`config.mk`:
```
export PLATFORM = sky130hd
export DESIGN_NAME = serial_command_responder_core
export DESIGN_NICKNAME = d
export VERILOG_FILES = /design/src/rtl/scr_pkg.sv /design/src/rtl/serial_command_responder_core.sv /design/src/rtl/scr_ctrl.sv /design/src/rtl/scr_dp.sv
export SDC_FILE = /design/constraint.sdc
export NUM_CORES = 1
export LEC_CHECK = 0
export BUFFER_PORTS_ARGS = -buffer_cell sky130_fd_sc_hd__buf_2
export CAP_MARGIN = 20
export CORE_UTILIZATION = 40
export CTS_CLUSTER_DIAMETER = 200
export DETAILED_ROUTE_END_ITERATION = 10
export GPL_ROUTABILITY_DRIVEN = 0
export PLACE_DENSITY_LB_ADDON = 0.1
export RECOVER_POWER = 100
export SYNTH_ARGS = -nofsm -noshare
export SYNTH_HDL_FRONTEND = slang
export SYNTH_SLANG_ARGS = --single-unit
```
`constraint.sdc`:
```
create_clock -name aclk -period 4.4 [get_ports aclk]
set_input_delay 0.88 -clock aclk [delete_from_list [all_inputs] [get_ports aclk]]
set_output_delay 0.88 -clock aclk [all_outputs]
set_load 0.01 [all_outputs]
```
`src/rtl/scr_pkg.sv`:
```
// shared types, codes and helpers for the serial command responder
package scr_pkg;

    localparam int PayloadLen = 12;
    localparam int NumAxes    = 3;

    localparam logic [7:0] CharInit  = 8'h49; // 'I'
    localparam logic [7:0] CharHome  = 8'h48; // 'H'
    localparam logic [7:0] CharTemp  = 8'h54; // 'T'
    localparam logic [7:0] CharCurr  = 8'h43; // 'C'
    localparam logic [7:0] CharAngle = 8'h50; // 'P'
    localparam logic [7:0] CharRef   = 8'h52; // 'R'
    localparam logic [7:0] LowByteMask = 8'hFF;

    typedef enum logic [2:0] {
        REQ_RX_BYTE   = 3'd0,
        REQ_HOME_SW   = 3'd1,
        REQ_TEMP      = 3'd2,
        REQ_CURRENT   = 3'd3,
        REQ_ANGLE     = 3'd4,
        REQ_HOME_DONE = 3'd5
    } req_type_t;

    typedef enum logic [2:0] {
        CMD_NONE,
        CMD_INIT,
        CMD_HOME,
        CMD_TEMP,
        CMD_CURR,
        CMD_ANGLE,
        CMD_REF
    } cmd_t;

    typedef enum logic [2:0] {
        RPL_INIT,
        RPL_HOME,
        RPL_TEMP,
        RPL_CURR,
        RPL_ANGLE,
        RPL_REF
    } reply_t;

    typedef enum logic {
        ST_IDLE,
        ST_SEND
    } state_t;

    typedef struct packed {
        logic [2:0]  req_type;
        logic [1:0]  axis;
        logic [31:0] sensor_word;
        logic [7:0]  rx_byte;
    } in_item_t;

    typedef struct packed {
        logic        tx_valid;
        logic [7:0]  tx_byte;
        logic        ref_valid;
        logic [31:0] angle_ref_one;
        logic [31:0] angle_ref_two;
        logic        close_cmd;
        logic        open_cmd;
        logic        homing_request;
        logic        last;
    } out_item_t;

    // datapath to controller
    typedef struct packed {
        logic is_rx;
        cmd_t cmd;
        logic initialized;
        logic out_free;
    } dp_status_t;

    // controller to datapath
    typedef struct packed {
        logic       take;
        logic       pay_wr;
        logic [3:0] pay_idx;
        logic       apply;
        logic       clear_init;
        logic       load_out;
        reply_t     reply;
        logic [3:0] idx;
        logic       last;
    } dp_ctrl_t;

    function automatic cmd_t decode_cmd(input logic [7:0] b);
        cmd_t c;
        case (b)
            CharInit:  c = CMD_INIT;
            CharHome:  c = CMD_HOME;
            CharTemp:  c = CMD_TEMP;
            CharCurr:  c = CMD_CURR;
            CharAngle: c = CMD_ANGLE;
            CharRef:   c = CMD_REF;
            default:   c = CMD_NONE;
        endcase
        return c;
    endfunction

    function automatic logic [3:0] reply_len(input reply_t r);
        logic [3:0] n;
        case (r)
            RPL_HOME, RPL_TEMP:  n = 4'd3;
            RPL_CURR, RPL_ANGLE: n = 4'd12;
            default:             n = 4'd1;
        endcase
        return n;
    endfunction

endpackage

```
`src/rtl/serial_command_responder_core.sv`:
```
// top level of the serial command responder
//
//  channel | dir | handshake          | payload
//  --------+-----+--------------------+---------------------------------
//  s_      | in  | s_valid / s_ready  | s_data: req_type, axis, sensor_word, rx_byte
//  m_      | out | m_valid / m_ready  | m_data: tx, reference and gripper fields, last
//
// an item that gives no result leaves the controller ready for the next item; one that gives
// n results sends them one result per cycle unless m_ready stalls, paced by the reply sequencer in the controller
// s_ready is low while a reply is being loaded into the output register
// a stall on m_ready holds the reply sequencer; the last result may wait while
// the next item is taken
// synchronous active-low reset clears control state, sensor stores and references
module serial_command_responder_core (
    input  logic               aclk,
    input  logic               aresetn,
    input  logic               s_valid,
    output logic               s_ready,
    input  scr_pkg::in_item_t  s_data,
    output logic               m_valid,
    input  logic               m_ready,
    output scr_pkg::out_item_t m_data
);
    import scr_pkg::*;

    dp_status_t status;
    dp_ctrl_t   ctrl;

    scr_ctrl u_ctrl (
        .aclk    (aclk),
        .aresetn (aresetn),
        .s_valid (s_valid),
        .s_ready (s_ready),
        .status  (status),
        .ctrl    (ctrl)
    );

    scr_dp u_dp (
        .aclk    (aclk),
        .aresetn (aresetn),
        .s_data  (s_data),
        .ctrl    (ctrl),
        .status  (status),
        .m_valid (m_valid),
        .m_ready (m_ready),
        .m_data  (m_data)
    );

endmodule

```
`src/rtl/scr_ctrl.sv`:
```
// controller: receive phase, command dispatch and reply sequencing
module scr_ctrl (
    input  logic                aclk,
    input  logic                aresetn,
    input  logic                s_valid,
    output logic                s_ready,
    input  scr_pkg::dp_status_t status,
    output scr_pkg::dp_ctrl_t   ctrl
);
    import scr_pkg::*;

    state_t     state_reg, state_next;
    reply_t     reply_reg, reply_next;
    logic [3:0] idx_reg, idx_next;
    logic [3:0] phase_reg, phase_next;

    always_ff @(posedge aclk) begin
        if (!aresetn) begin
            state_reg <= ST_IDLE;
            reply_reg <= RPL_INIT;
            idx_reg   <= '0;
            phase_reg <= '0;
        end else begin
            state_reg <= state_next;
            reply_reg <= reply_next;
            idx_reg   <= idx_next;
            phase_reg <= phase_next;
        end
    end

    always_comb begin
        state_next = state_reg;
        reply_next = reply_reg;
        idx_next   = idx_reg;
        phase_next = phase_reg;
        s_ready    = (state_reg == ST_IDLE);

        ctrl            = '0;
        ctrl.take       = s_valid && s_ready;
        ctrl.reply      = reply_reg;
        ctrl.idx        = idx_reg;
        ctrl.pay_idx    = phase_reg - 4'd1;
        ctrl.last       = (idx_reg == reply_len(reply_reg) - 4'd1);

        case (state_reg)
            ST_IDLE: begin
                if (ctrl.take && status.is_rx) begin
                    idx_next = '0;
                    if (phase_reg inside {[4'd1:4'd12]}) begin
                        ctrl.pay_wr = 1'b1;
                        if (phase_reg == 4'(PayloadLen)) begin
                            phase_next = '0;
                            if (status.initialized) begin
                                ctrl.apply = 1'b1;
                                reply_next = RPL_REF;
                                state_next = ST_SEND;
                            end
                        end else begin
                            phase_next = phase_reg + 4'd1;
                        end
                    end else begin
                        phase_next = '0;
                        case (status.cmd)
                            CMD_INIT: begin
                                ctrl.clear_init = 1'b1;
                                reply_next = RPL_INIT;
                                state_next = ST_SEND;
                            end
                            CMD_HOME: begin
                                reply_next = RPL_HOME;
                                state_next = ST_SEND;
                            end
                            CMD_TEMP: begin
                                reply_next = RPL_TEMP;
                                state_next = ST_SEND;
                            end
                            CMD_CURR: begin
                                reply_next = RPL_CURR;
                                state_next = ST_SEND;
                            end
                            CMD_ANGLE: begin
                                reply_next = RPL_ANGLE;
                                state_next = ST_SEND;
                            end
                            CMD_REF:  phase_next = 4'd1;
                            default:  ;
                        endcase
                    end
                end
            end
            ST_SEND: begin
                if (status.out_free) begin
                    ctrl.load_out = 1'b1;
                    if (ctrl.last) begin
                        state_next = ST_IDLE;
                    end else begin
                        idx_next = idx_reg + 4'd1;
                    end
                end
            end
            default: state_next = ST_IDLE;
        endcase
    end

    a_pay_idx_range: assert property (@(posedge aclk) disable iff (!aresetn)
        ctrl.pay_wr |-> (ctrl.pay_idx < 4'(PayloadLen)))
        else $error("payload write index out of range");

    a_last_returns_idle: assert property (@(posedge aclk) disable iff (!aresetn)
        (ctrl.load_out && ctrl.last) |=> (state_reg == ST_IDLE))
        else $error("reply did not end after its last item");

    a_apply_initialized: assert property (@(posedge aclk) disable iff (!aresetn)
        ctrl.apply |-> status.initialized)
        else $error("payload applied while not initialized");

    a_send_idx_range: assert property (@(posedge aclk) disable iff (!aresetn)
        (state_reg == ST_SEND) |-> (idx_reg < reply_len(reply_reg)))
        else $error("reply index past reply length");

endmodule

```
`src/rtl/scr_dp.sv`:
```
// datapath: sensor stores, payload buffer, references and output register
module scr_dp (
    input  logic                aclk,
    input  logic                aresetn,
    input  scr_pkg::in_item_t   s_data,
    input  scr_pkg::dp_ctrl_t   ctrl,
    output scr_pkg::dp_status_t status,
    output logic                m_valid,
    input  logic                m_ready,
    output scr_pkg::out_item_t  m_data
);
    import scr_pkg::*;

    logic [7:0]  payload_reg [PayloadLen];
    logic [7:0]  home_lo_reg [NumAxes];
    logic [7:0]  temp_lo_reg [NumAxes];
    logic [31:0] curr_reg    [NumAxes];
    logic [31:0] angle_reg   [NumAxes];
    logic        init_reg;
    logic [31:0] ref_one_reg, ref_two_reg;
    logic        close_reg, open_reg;
    logic        m_valid_reg;
    out_item_t   m_data_reg;

    logic        axis_ok;
    logic        zero_hi;
    logic        code_close, code_open;
    logic [7:0]  tx_byte;
    logic [31:0] word_sel;
    logic [1:0]  axis_sel;

    assign axis_ok = (s_data.axis < 2'(NumAxes));

    assign status.is_rx       = (s_data.req_type == REQ_RX_BYTE);
    assign status.cmd         = decode_cmd(s_data.rx_byte);
    assign status.initialized = init_reg;
    assign status.out_free    = !m_valid_reg || m_ready;

    // last code byte is the one arriving now
    assign zero_hi    = (payload_reg[8] == 8'd0) && (payload_reg[9] == 8'd0);
    assign code_close = zero_hi && (payload_reg[10] == 8'd0) && (s_data.rx_byte == 8'd1);
    assign code_open  = zero_hi && (payload_reg[10] == 8'd1) && (s_data.rx_byte == 8'd0);

    always_ff @(posedge aclk) begin
        if (ctrl.pay_wr) begin
            payload_reg[ctrl.pay_idx] <= s_data.rx_byte;
        end
    end

    always_ff @(posedge aclk) begin
        if (!aresetn) begin
            for (int a = 0; a < NumAxes; a++) begin
                home_lo_reg[a] <= '0;
                temp_lo_reg[a] <= '0;
                curr_reg[a]    <= '0;
                angle_reg[a]   <= '0;
            end
            init_reg    <= 1'b0;
            ref_one_reg <= '0;
            ref_two_reg <= '0;
            close_reg   <= 1'b0;
            open_reg    <= 1'b0;
        end else begin
            if (ctrl.take && axis_ok) begin
                case (s_data.req_type)
                    REQ_HOME_SW: home_lo_reg[s_data.axis] <= s_data.sensor_word[7:0] & LowByteMask;
                    REQ_TEMP:    temp_lo_reg[s_data.axis] <= s_data.sensor_word[7:0] & LowByteMask;
                    REQ_CURRENT: curr_reg[s_data.axis]    <= s_data.sensor_word;
                    REQ_ANGLE:   angle_reg[s_data.axis]   <= s_data.sensor_word;
                    default:     ;
                endcase
            end
            if (ctrl.take && (s_data.req_type == REQ_HOME_DONE)) begin
                init_reg <= 1'b1;
            end else if (ctrl.clear_init) begin
                init_reg <= 1'b0;
            end
            if (ctrl.apply) begin
                ref_one_reg <= {payload_reg[0], payload_reg[1], payload_reg[2], payload_reg[3]};
                ref_two_reg <= {payload_reg[4], payload_reg[5], payload_reg[6], payload_reg[7]};
                if (code_close) begin
                    close_reg <= 1'b1;
                end else if (code_open) begin
                    open_reg <= 1'b1;
                end else begin
                    close_reg <= 1'b0;
                    open_reg  <= 1'b0;
                end
            end
        end
    end

    // reply byte select: words go out per axis, low byte first
    always_comb begin
        axis_sel = (ctrl.reply == RPL_CURR || ctrl.reply == RPL_ANGLE) ?
                   ctrl.idx[3:2] : ctrl.idx[1:0];
        word_sel = '0;
        case (ctrl.reply)
            RPL_HOME:  word_sel = {24'd0, home_lo_reg[axis_sel]};
            RPL_TEMP:  word_sel = {24'd0, temp_lo_reg[axis_sel]};
            RPL_CURR:  word_sel = curr_reg[axis_sel];
            RPL_ANGLE: word_sel = angle_reg[axis_sel];
            default:   word_sel = '0;
        endcase
        if (ctrl.reply == RPL_CURR || ctrl.reply == RPL_ANGLE) begin
            tx_byte = word_sel[8 * ctrl.idx[1:0] +: 8];
        end else begin
            tx_byte = word_sel[7:0];
        end
    end

    always_ff @(posedge aclk) begin
        if (!aresetn) begin
            m_valid_reg <= 1'b0;
        end else if (ctrl.load_out) begin
            m_valid_reg <= 1'b1;
        end else if (m_ready) begin
            m_valid_reg <= 1'b0;
        end
    end

    always_ff @(posedge aclk) begin
        if (ctrl.load_out) begin
            m_data_reg.tx_valid       <= (ctrl.reply != RPL_INIT) && (ctrl.reply != RPL_REF);
            m_data_reg.tx_byte        <= ((ctrl.reply != RPL_INIT) && (ctrl.reply != RPL_REF))
                                         ? tx_byte : 8'd0;
            m_data_reg.ref_valid      <= (ctrl.reply == RPL_REF);
            m_data_reg.angle_ref_one  <= ref_one_reg;
            m_data_reg.angle_ref_two  <= ref_two_reg;
            m_data_reg.close_cmd      <= close_reg;
            m_data_reg.open_cmd       <= open_reg;
            m_data_reg.homing_request <= (ctrl.reply == RPL_INIT);
            m_data_reg.last           <= ctrl.last;
        end
    end

    assign m_valid = m_valid_reg;
    assign m_data  = m_data_reg;

    a_no_overwrite: assert property (@(posedge aclk) disable iff (!aresetn)
        (m_valid_reg && !m_ready) |-> !ctrl.load_out)
        else $error("output register overwritten while held");

    a_no_take_while_sending: assert property (@(posedge aclk) disable iff (!aresetn)
        ctrl.load_out |-> !ctrl.take)
        else $error("item taken during a reply");

endmodule

```
==> results of run 1 <==
stage by stage:
stage / std cells / utilization / hold WS [ps]
6_report: 2673 / 0.474 / 427
5_1_grt: 2673 / 0.474 / 433
4_1_cts: 2673 / 0.479 / 429
3_5_place_dp: 2559 / 0.443 / 414
3_3_place_gp: 2557 / 0.443 / 411
2_1_floorplan: 1729 / - / 405
cells in the mapped netlist (2+ instances only):
master | count | area, um2
nor4bb_1 | 2 | 20.0
edfxtp_1 | 486 | 14600
nand2b_1 | 13 | 81.3
nor2_1 | 53 | 199
a311oi_1 | 2 | 17.5
and2_1 | 241 | 1510
nand4_1 | 7 | 43.8
nor2b_1 | 2 | 12.5
nand3_1 | 25 | 125
o21ai_1 | 2 | 10.0
nor4_1 | 24 | 150
or3_1 | 5 | 31.3
mux2i_1 | 122 | 1220
buf_6 | 4 | 45.0
ha_1 | 6 | 75.1
nand2_1 | 217 | 815
nor3b_1 | 2 | 15.0
clkbuf_1 | 61 | 229
buf_4 | 3 | 22.5
a22oi_1 | 9 | 67.6
a21oi_1 | 104 | 521
a221oi_1 | 16 | 140
o21ai_0 | 27 | 135
o311ai_1 | 8 | 70.1
nand4b_1 | 2 | 17.5
buf_2 | 20 | 100
and3_1 | 4 | 25.0
or2_2 | 2 | 12.5
and3b_1 | 2 | 17.5
o22ai_1 | 32 | 200
dfxtp_1 | 80 | 1600
buf_1 | 2 | 7.51
mux2_2 | 16 | 180
nor3_1 | 22 | 110
nand3b_1 | 3 | 22.5
inv_1 | 8 | 30.0
kinds of logic (layout without fill, tap and decap cells):
| family | after synthesis | in the layout | share of synthesized area |
|---|---|---|---|
| compound gates | 208 | 208 | 0.0542 |
| xor+xnor | 2 | 2 | 0.000775 |
| fa+ha+maj | 6 | 6 | 0.00332 |
| buf+inv | 98 | 294 | 0.0192 |
| flops | 566 | 566 | 0.716 |
| mux | 138 | 138 | 0.0620 |
| other cells | 1 | 80 | 0.000166 |
| simple gates | 631 | 631 | 0.144 |
report_power, final:
group | total [uW] | leakage [uW] | internal (uW) | switching [uW]
clock network | 5090 | 0.000988 | 2970 | 2120
logic | 291 | 0.00291 | 63.4 | 228
registers | 5990 | 0.00533 | 5950 | 38.7
total | 11400 | 0.00922 | 8980 | 2390
worst max-delay path: cells and delay by family:
| family | cells | cell delay [ps] |
|---|---|---|
| AOI/OAI and AO/OA | 1 | 400 |
| buffers and inverters | 2 | 1420 |
| and+or+nand+nor | 3 | 1330 |
placed cells by master (no fill, tap or decap), types with 16 or more instances in the layout:
cell type	synthesis	final
edfxtp_1	486	486
nand2_1	217	216
clkbuf_1	61	153
and2_1	241	132
mux2i_1	122	122
and2_0	0	108
a21oi_1	104	104
conb_1	1	80
dfxtp_1	80	79
clkbuf_16	0	63
nor2_1	53	51
o22ai_1	32	32
nand3_1	25	25
o21ai_0	27	23
nor4_1	24	23
nor3_1	22	22
mux2_2	16	16
a221oi_1	16	16
buf_4	3	16
cell type report:
| class | instances | area, um2 | area share |
|---|---|---|---|
| flip-flops and latches | 566 | 16200 | 0.617 |
| repair buffers | 172 | 764 | 0.0291 |
| clock buffers | 82 | 1760 | 0.0670 |
| multi-input cells | 1065 | 6310 | 0.240 |
| inverters | 8 | 31.3 | 0.00119 |
| clock inverters | 32 | 256 | 0.00977 |
| well taps | 748 | 936 | 0.0357 |
metal layers:
layer	global-route usage	up-vias
met5	0	-
met1	0.263	6660
met2	0.330	368
met3	0.0302	91
li1	-	6399
met4	0.0758	0
path summary, 6_finish.rpt:
path,startpoint,endpoint,slack (ps)
hold / removal,u_dp.ref_one_reg[18],u_dp.m_data[54],430
setup / recovery,s_data[41],u_dp.curr_reg[0][16],550
setup reg to reg,u_ctrl.state_reg,u_dp.curr_reg[0][16],610
hold reg to reg,u_dp.ref_one_reg[18],u_dp.m_data[54],430
==> run metrics, run 1 <==
Power Density=roughly 430 nW/um2; final design area excluding fillers=26300 um2; critical path launch point type=primary input; CTS max path bufs=3; Hold Crit Depth=0; CTS tree=yes; Tot GR Track Use=0.199; Max IR drop VDD=roughly 0.33 mV; Hold Buf Count CTS=0; hold crit path type=flip-flop to flip-flop; Pins Over Slew Limit=between 300 and 400; LEAKAGE=0.00922 uW; Clk Latency, worst-skew pair=640 ps; RSZ-0062 raised after global routing=no; Setup Crit Path Kind=primary input to flip-flop; Root Driver=clkbuf_16; HPWL Detailed=~36000 um; CP Capture Type=flip-flop; worst-path fanout max=21; Syn. warnings=0; final hold violation count=0; Inserted Clock Buffers=60; worst reg2reg path depth=6; Post-DP Area=24600 um2; # DRC=0; cell count after synthesis=between 1500 and 2000; met2 routed WL=roughly 27000 um; remaining antenna violation count=0; post-CTS setup buffer count=0; final critical-path required period=3850 ps; Final Cycle Share=0.875; Max Freq=0.260 GHz; Tightest Pin Transition=about 3600 ps; Slew HR=-1.38; Post-CTS Resized=0; Setup Skew=30.8 ps; DIE AREA=57500 um2; Initial Util=0.408; Final Power=about 11000 uW; port bufs=128; Area Growth Syn to Fin=16.1%; DR top layer=met4; CP max stage delay=between 1000 and 1500 ps; slowest cell on the critical path=clkbuf_1; Clock Sinks=566; Setup TNS=0 ps; Core Area=55400 um2; vias post-DR=13518; routed length on met1=roughly 25000 um; htree depth=2; FF+latch count, synth=566; post-synthesis sequential area ratio=0.716; drt pass-1 iters=5; first-pass GRT wire length=83800 um; clock transition at the registers of the reported paths=about 60 ps; Die Wd=240 um; worst endpoint required time=4620 ps; Avg Inst Size Synth=around 14 um2; cell mode on critical path=clkbuf_1; wire per inst=21.1 um; Ports=between 100 and 150; antenna fix cells=0; setup ws final=551 ps; CP Cell Sequence=clkbuf_1 -> a211oi_1 -> nand3_1 -> nor3_1 -> nand2b_1 -> clkbuf_1; Fillers=4989; DR vias/cell=5.06; status=complete, but fails checks; Synth Flop Type=edfxtp_1; Post-Syn Area=between 20000 and 25000 um2; WL met3=2940 um; dpl ws=938 ps; Overflow after GRT=0; Post-synth EDFFs=486; max cap viols=11; failing checks=max-capacitance violations, max-slew violations; pin count of the biggest net entering global routing=77; DRC marker count from the first detailed-route iteration=947; fraction of layout cells with a size suffix above 1=0.0774; Nets=approximately 1900; initial antenna violation count=1; Final setup viols=0; vias in the first global route=about 13000; Synth async-reset ratio=0; Cell variety after synth=52; routed wire length=56400 um; die height=240 um; Site Rows=86; worst endpoint data arrival time=just over 4000 ps
(Power assumes the default switching activity.)
==> run 2: changes to the inputs <==
Settings changed: REMOVE_ABC_BUFFERS set to 1, SETUP_SLACK_MARGIN set to 0.5.
==> run metrics, run 2 (synthesized netlist as in run 1, its figures left out) <==
status=complete, but fails checks; failing checks=max-capacitance violations, max-slew violations; family with the most delay on the worst path=buffers and inverters; CP Capture Type=flip-flop; Fillers=5039 (+1.0%); Final Cycle Share=0.854 (-0.0210); Initial Util=0.408 (unchanged); worst endpoint required time=4580 ps (-40 ps); commonest cells after routing, fill and taps aside=486 x edfxtp_1, 216 x nand2_1, 146 x clkbuf_1; DR vias/cell=5.10 (+0.85%); Power Density=431 nW/um2 (-0.52%); Ports=129 (unchanged); worst-path fanout max=32 (+52%); htree depth=2 (unchanged); worst r2r src=u_ctrl.state_reg; Core Area=55400 um2 (unchanged); Max IR drop VDD=0.352 mV (+7.6%); hold wc startpoint=u_dp.ref_two_reg[10]; drt pass-1 iters=6 (+1); CP max stage delay=1780 ps (+540 ps); wire per inst=21.7 um (+3.0%); fraction of layout cells with a size suffix above 1=0.0838 (+0.00641); Post-DP Area=24500 um2 (-0.16%); first-pass GRT wire length=85400 um (+1.9%); Overflow after GRT=0 (unchanged); r2r setup slk=640 ps (+30 ps); hold crit path type=flip-flop to flip-flop; Hold Buf Count CTS=0 (unchanged); Area Growth Syn to Fin=16.0% (about the same); layer with the highest usage=met2; Slew HR=-1.35 (+0.0248); # DRC=0 (unchanged); Hold Crit Endpoint=u_dp.m_data[14]; Site Rows=86 (unchanged); CP bufs+invs=2 (unchanged); Clock Sinks=566 (unchanged); Post-CTS Resized=0 (unchanged); RSZ-0062 raised after global routing=no; DRC marker count from the first detailed-route iteration=868 (-8.3%); RR Endpoint=u_dp.curr_reg[2][22]; Die Wd=240 um (unchanged); commonest non-fill, non-tap cell in the layout=edfxtp_1; final design area excluding fillers=26200 um2 (about the same); setup ws final=644 ps (+92.5 ps); Final Power=11300 uW (-0.62%); HPWL Detailed=35300 um (-2.4%); Root Driver=clkbuf_16; critical path launch point type=flip-flop; antenna fix cells=0 (unchanged); Pins Over Slew Limit=370 (+3.9%); LEAKAGE=0.00921 uW (-0.15%); CTS max path bufs=3 (unchanged); Max Freq=0.266 GHz (+2.5%); Inserted Clock Buffers=60 (unchanged); Tightest Pin Transition=3530 ps (-37.2 ps); clock transition at the registers of the reported paths=60 ps (about the same); die height=240 um (unchanged); remaining antenna violation count=0 (unchanged); CTS tree=yes; GR Util met3=0.0290 (-0.00115); port bufs=128 (unchanged); Clk Latency, worst-skew pair=620 ps (-20 ps); Nets=1926 (-0.10%); Final setup viols=0 (unchanged); slowest cell on the critical path=clkbuf_1; vias post-DR=13613 (+0.70%); CP Cell Sequence=inv_1 -> and3_1 -> nand3_1 -> o21ai_4 -> clkbuf_1; worst endpoint data arrival time=3940 ps (-130 ps); Tot GR Track Use=0.203 (+0.00456); worst reg2reg path depth=5 (-1); met2 usage=0.349 (+0.0191); final critical-path required period=3760 ps (-92.5 ps); DIE AREA=57500 um2 (unchanged); Setup Crit Path Kind=flip-flop to flip-flop; final hold violation count=0 (unchanged); met1 Use GR=0.258 (-0.00471); initial antenna violation count=2 (+1); routed wire length=58000 um (+2.8%); max cap viols=10 (-1); Setup Skew=16.4 ps (-14.4 ps); post-CTS setup buffer count=0 (unchanged); Hold Crit Depth=0 (unchanged); dpl ws=786 ps (-151 ps); pin count of the biggest net entering global routing=77 (unchanged); vias in the first global route=13579 (+3.3%)
run 2: final cells by class:
cell class | instances | area (um2) | share of cell area
Sequential cell | 566 | 16200 | 0.618
Multi-Input combinational cell | 1065 | 6360 | 0.242
Clock buffer | 73 | 1610 | 0.0615
Tap cell | 748 | 936 | 0.0357
Timing Repair Buffer | 170 | 741 | 0.0282
Clock inverter | 39 | 353 | 0.0135
Inverter | 8 | 31.3 | 0.00119
run 2: routing by layer:
metal | up-vias | wire [um]
li1 | 6392 | -
met3 | 115 | 2620
met2 | 337 | 28800
met1 | 6765 | 24600
met4 | 4 | 2020
met5 | - | 22
run 2: metrics by stage:
stage | instances | setup TNS (ps) | hold slack, ps | util
after floorplan | 1639 | -49110 | 405 | -
after global placement | 2557 | 0 | 412 | 0.442
after detailed placement | 2557 | 0 | 415 | 0.442
after CTS | 2669 | 0 | 428 | 0.478
after global routing | 2669 | 0 | 435 | 0.473
final | 2669 | 0 | 427 | 0.473
run 2: worst max path at each step:
stage                         from              endpoint  slack, ps  cells after the start
6_report          u_ctrl.state_reg  u_dp.curr_reg[2][22]        640                      5
5_1_grt           u_ctrl.state_reg  u_dp.curr_reg[2][28]        410                      5
4_1_cts        u_ctrl.reply_reg[1]       u_dp.m_data[76]        790                      8
3_5_place_dp   u_ctrl.reply_reg[1]       u_dp.m_data[76]        790                      8
3_3_place_gp   u_ctrl.reply_reg[1]       u_dp.m_data[76]        940                      8
2_1_floorplan    u_ctrl.idx_reg[0]       u_dp.m_data[69]       -630                      7
run 2: where the power goes:
group	switching [uW]	leakage [uW]	internal, uW
logic	236	0.00291	61.3
registers	40.1	0.00533	5960
clock network	2110	0.000969	2900
==> run 3: changes to the inputs <==
Settings changed: SYNTH_HIERARCHICAL set to 1.
==> run metrics, run 3 <==
Setup Crit Path Kind=flip-flop to flip-flop; Setup TNS=0 ps (unchanged); max cap viols=9 (-1); CTS max path bufs=3 (unchanged); final critical-path required period=3800 ps (+47.4 ps); setup ws final=596 ps (-47.4 ps); wire per inst=21.0 um (-3.4%); Post-CTS Resized=0 (unchanged); combinational family with the most area after synthesis=simple AND/OR/NAND/NOR gates; Max Freq=0.263 GHz (-1.2%); Core Area=56600 um2 (+2.1%); Clk Latency, worst-skew pair=610 ps (about the same); Die Wd=242 um (+0.91%); Post-synth EDFFs=486 (unchanged); Syn. warnings=6 (+6); status=complete, but fails checks; htree depth=2 (unchanged); DRC marker count from the first detailed-route iteration=883 (+1.7%); Final Cycle Share=0.864 (+0.0108); dpl ws=954 ps (+168 ps); Cell variety after synth=61 (+17%); DR vias/cell=5.09 (-0.13%); Post-Syn Area=23000 um2 (+1.8%); CP Capture Type=flip-flop; Overflow after GRT=0 (unchanged); Post-Synth Adder-Cell Area=0.00272 (-0.000604); Power Density=415 nW/um2 (-3.6%); vias post-DR=13748 (+0.99%); final core utilization=0.469 (-0.00474); initial antenna violation count=3 (+1); Hold Buf Count CTS=0 (unchanged); drt pass-1 iters=4 (-2); Inserted Clock Buffers=58 (-3.3%); share of the synthesized area in the top cell type=0.634 (-0.0117); simple-gate share of the synthesized area=0.149 (+0.00527); die height=242 um (+0.91%); Slew HR=-0.404 (+0.949); # DRC=0 (unchanged); worst-path fanout max=35 (+9.4%); Synth Flop Type=edfxtp_1; Site Rows=87 (+1.2%); Nets=1948 (+1.1%); Pins Over Slew Limit=325 (-12%); Ports=129 (unchanged); Tightest Pin Transition=2110 ps (-1420 ps); remaining antenna violation count=0 (unchanged); failing checks=max-capacitance violations, max-slew violations; multiplexer share of the synthesized area=0.0583 (-0.00368); Hold WS=427 ps (-0.875 ps); CTS tree=yes; worst endpoint required time=4740 ps (+160 ps); cell count after synthesis=1663 (+0.79%); Root Driver=clkbuf_16; RSZ-0062 raised after global routing=no; fraction of layout cells with a size suffix above 1=0.0716 (-0.0122); Setup Skew=24.1 ps (+7.64 ps); commonest non-fill, non-tap cell in the layout=edfxtp_1; FF+latch count, synth=566 (unchanged); Pint=8760 uW (-1.8%); hold crit path type=flip-flop to flip-flop; Final setup viols=0 (unchanged); Tot GR Track Use=0.193 (-0.0102); post-synthesis compound-gate area fraction=0.0615 (+0.00722); vias in the first global route=13683 (+0.77%); commonest cells after routing, fill and taps aside=486 x edfxtp_1, 161 x clkbuf_1, 145 x nand2_1; area leader, netlist=edfxtp_1; critical path launch point type=flip-flop; first-pass GRT wire length=85500 um (about the same); Initial Util=0.407 (-0.00118); Post-synth top cells=486 x edfxtp_1, 244 x and2_1, 146 x nand2_1; pin count of the biggest net entering global routing=86 (+12%); P_sw=2260 uW (-5.4%); Clock Sinks=566 (unchanged); DIE AREA=58500 um2 (+1.8%); clock transition at the registers of the reported paths=60 ps (about the same); Synth async-reset ratio=0 (unchanged); clock power share=0.431 (-0.012); LEAKAGE=0.00907 uW (-1.5%); Max IR drop VDD=0.284 mV (-19%); Flop pwr share=0.546 (+0.015); count leader, synth=edfxtp_1; final hold violation count=0 (unchanged); post-CTS setup buffer count=0 (unchanged); sw frac=0.205 (-0.00620); port bufs=128 (unchanged); worst endpoint data arrival time=4140 ps (+200 ps); synth top area cells=edfxtp_1 63%, dfxtp_1 7.0%, and2_1 6.6%; HPWL Detailed=34600 um (-2.0%); Logic pwr share=0.023 (-0.003); routed wire length=56700 um (-2.3%); Area Growth Syn to Fin=15.2%; Post-Synth XOR/XNOR Area=0.00304 (+0.00227); post-synthesis sequential area ratio=0.703 (-0.0130); Avg Inst Size Synth=13.8 um2 (+1.1%); Final Power=11000 uW (-2.5%)
==> run 3: stage by stage <==
| step | area [um2] | cells |
|---|---|---|
| 2_1_floorplan | 22900 | 1648 |
| 3_3_place_gp | 25000 | 2586 |
| 3_5_place_dp | 25000 | 2589 |
| 4_1_cts | 26900 | 2697 |
| 5_1_grt | 26500 | 2699 |
| 6_report | 26500 | 2699 |
==> run 3: final cells by class <==
class	instances	area, um2
Antenna cell	1	2.50
Clock buffer	76	1570
Clock inverter	32	256
Fill cell	5187	30100
Inverter	18	68.8
Multi-Input combinational cell	1064	6640
Sequential cell	566	16200
Tap cell	756	946
Timing Repair Buffer	186	845
==> run 3: cells by family after synthesis <==
| group | Yosys count |
|---|---|
| multiplexers | 134 |
| buffers and inverters | 112 |
| XOR/XNOR | 8 |
| AND/OR/NAND/NOR | 620 |
| AO/OA/AOI/OAI | 217 |
| adder cells (fa/ha/maj) | 5 |
| other | 1 |
| flip-flops | 566 |
==> run 3: power groups by stage <==
stage,clock [uW],sequential [uW],combinational (uW)
finish,4740,6010,259
global route,5080,6020,289
CTS,4880,6010,281
detailed placement,0,6120,280
global placement,0,6120,275
floorplan,0,6110,110
==> run 3: path summary, 6_finish.rpt <==
kind                                            from  cells after the start  slack [ps]         endpoint
worst max register to register     u_ctrl/idx_reg[2]                      8         600  u_dp/m_data[75]
worst min-delay path            u_dp/ref_one_reg[18]                      0         430  u_dp/m_data[54]
worst min register to register  u_dp/ref_one_reg[18]                      0         430  u_dp/m_data[54]
worst max-delay path               u_ctrl/idx_reg[2]                      8         600  u_dp/m_data[75]
==> run 3: layer usage <==
layer,vias to the layer above,wire (um),global-route usage
met5,-,13,0
met4,2,1230,0.0545
met3,78,2310,0.0285
met2,284,28300,0.330
met1,6910,24800,0.255
li1,6474,-,-
==> run 3: worst max-delay path, cell delays in order, from the launching register on <==
cell,delay [ps]
dfxtp_1,840
nor2b_1,290
a22o_1,510
nor2_8,210
clkbuf_2,580
nand2_1,220
a21oi_1,80
or4_1,600
nand3b_1,190
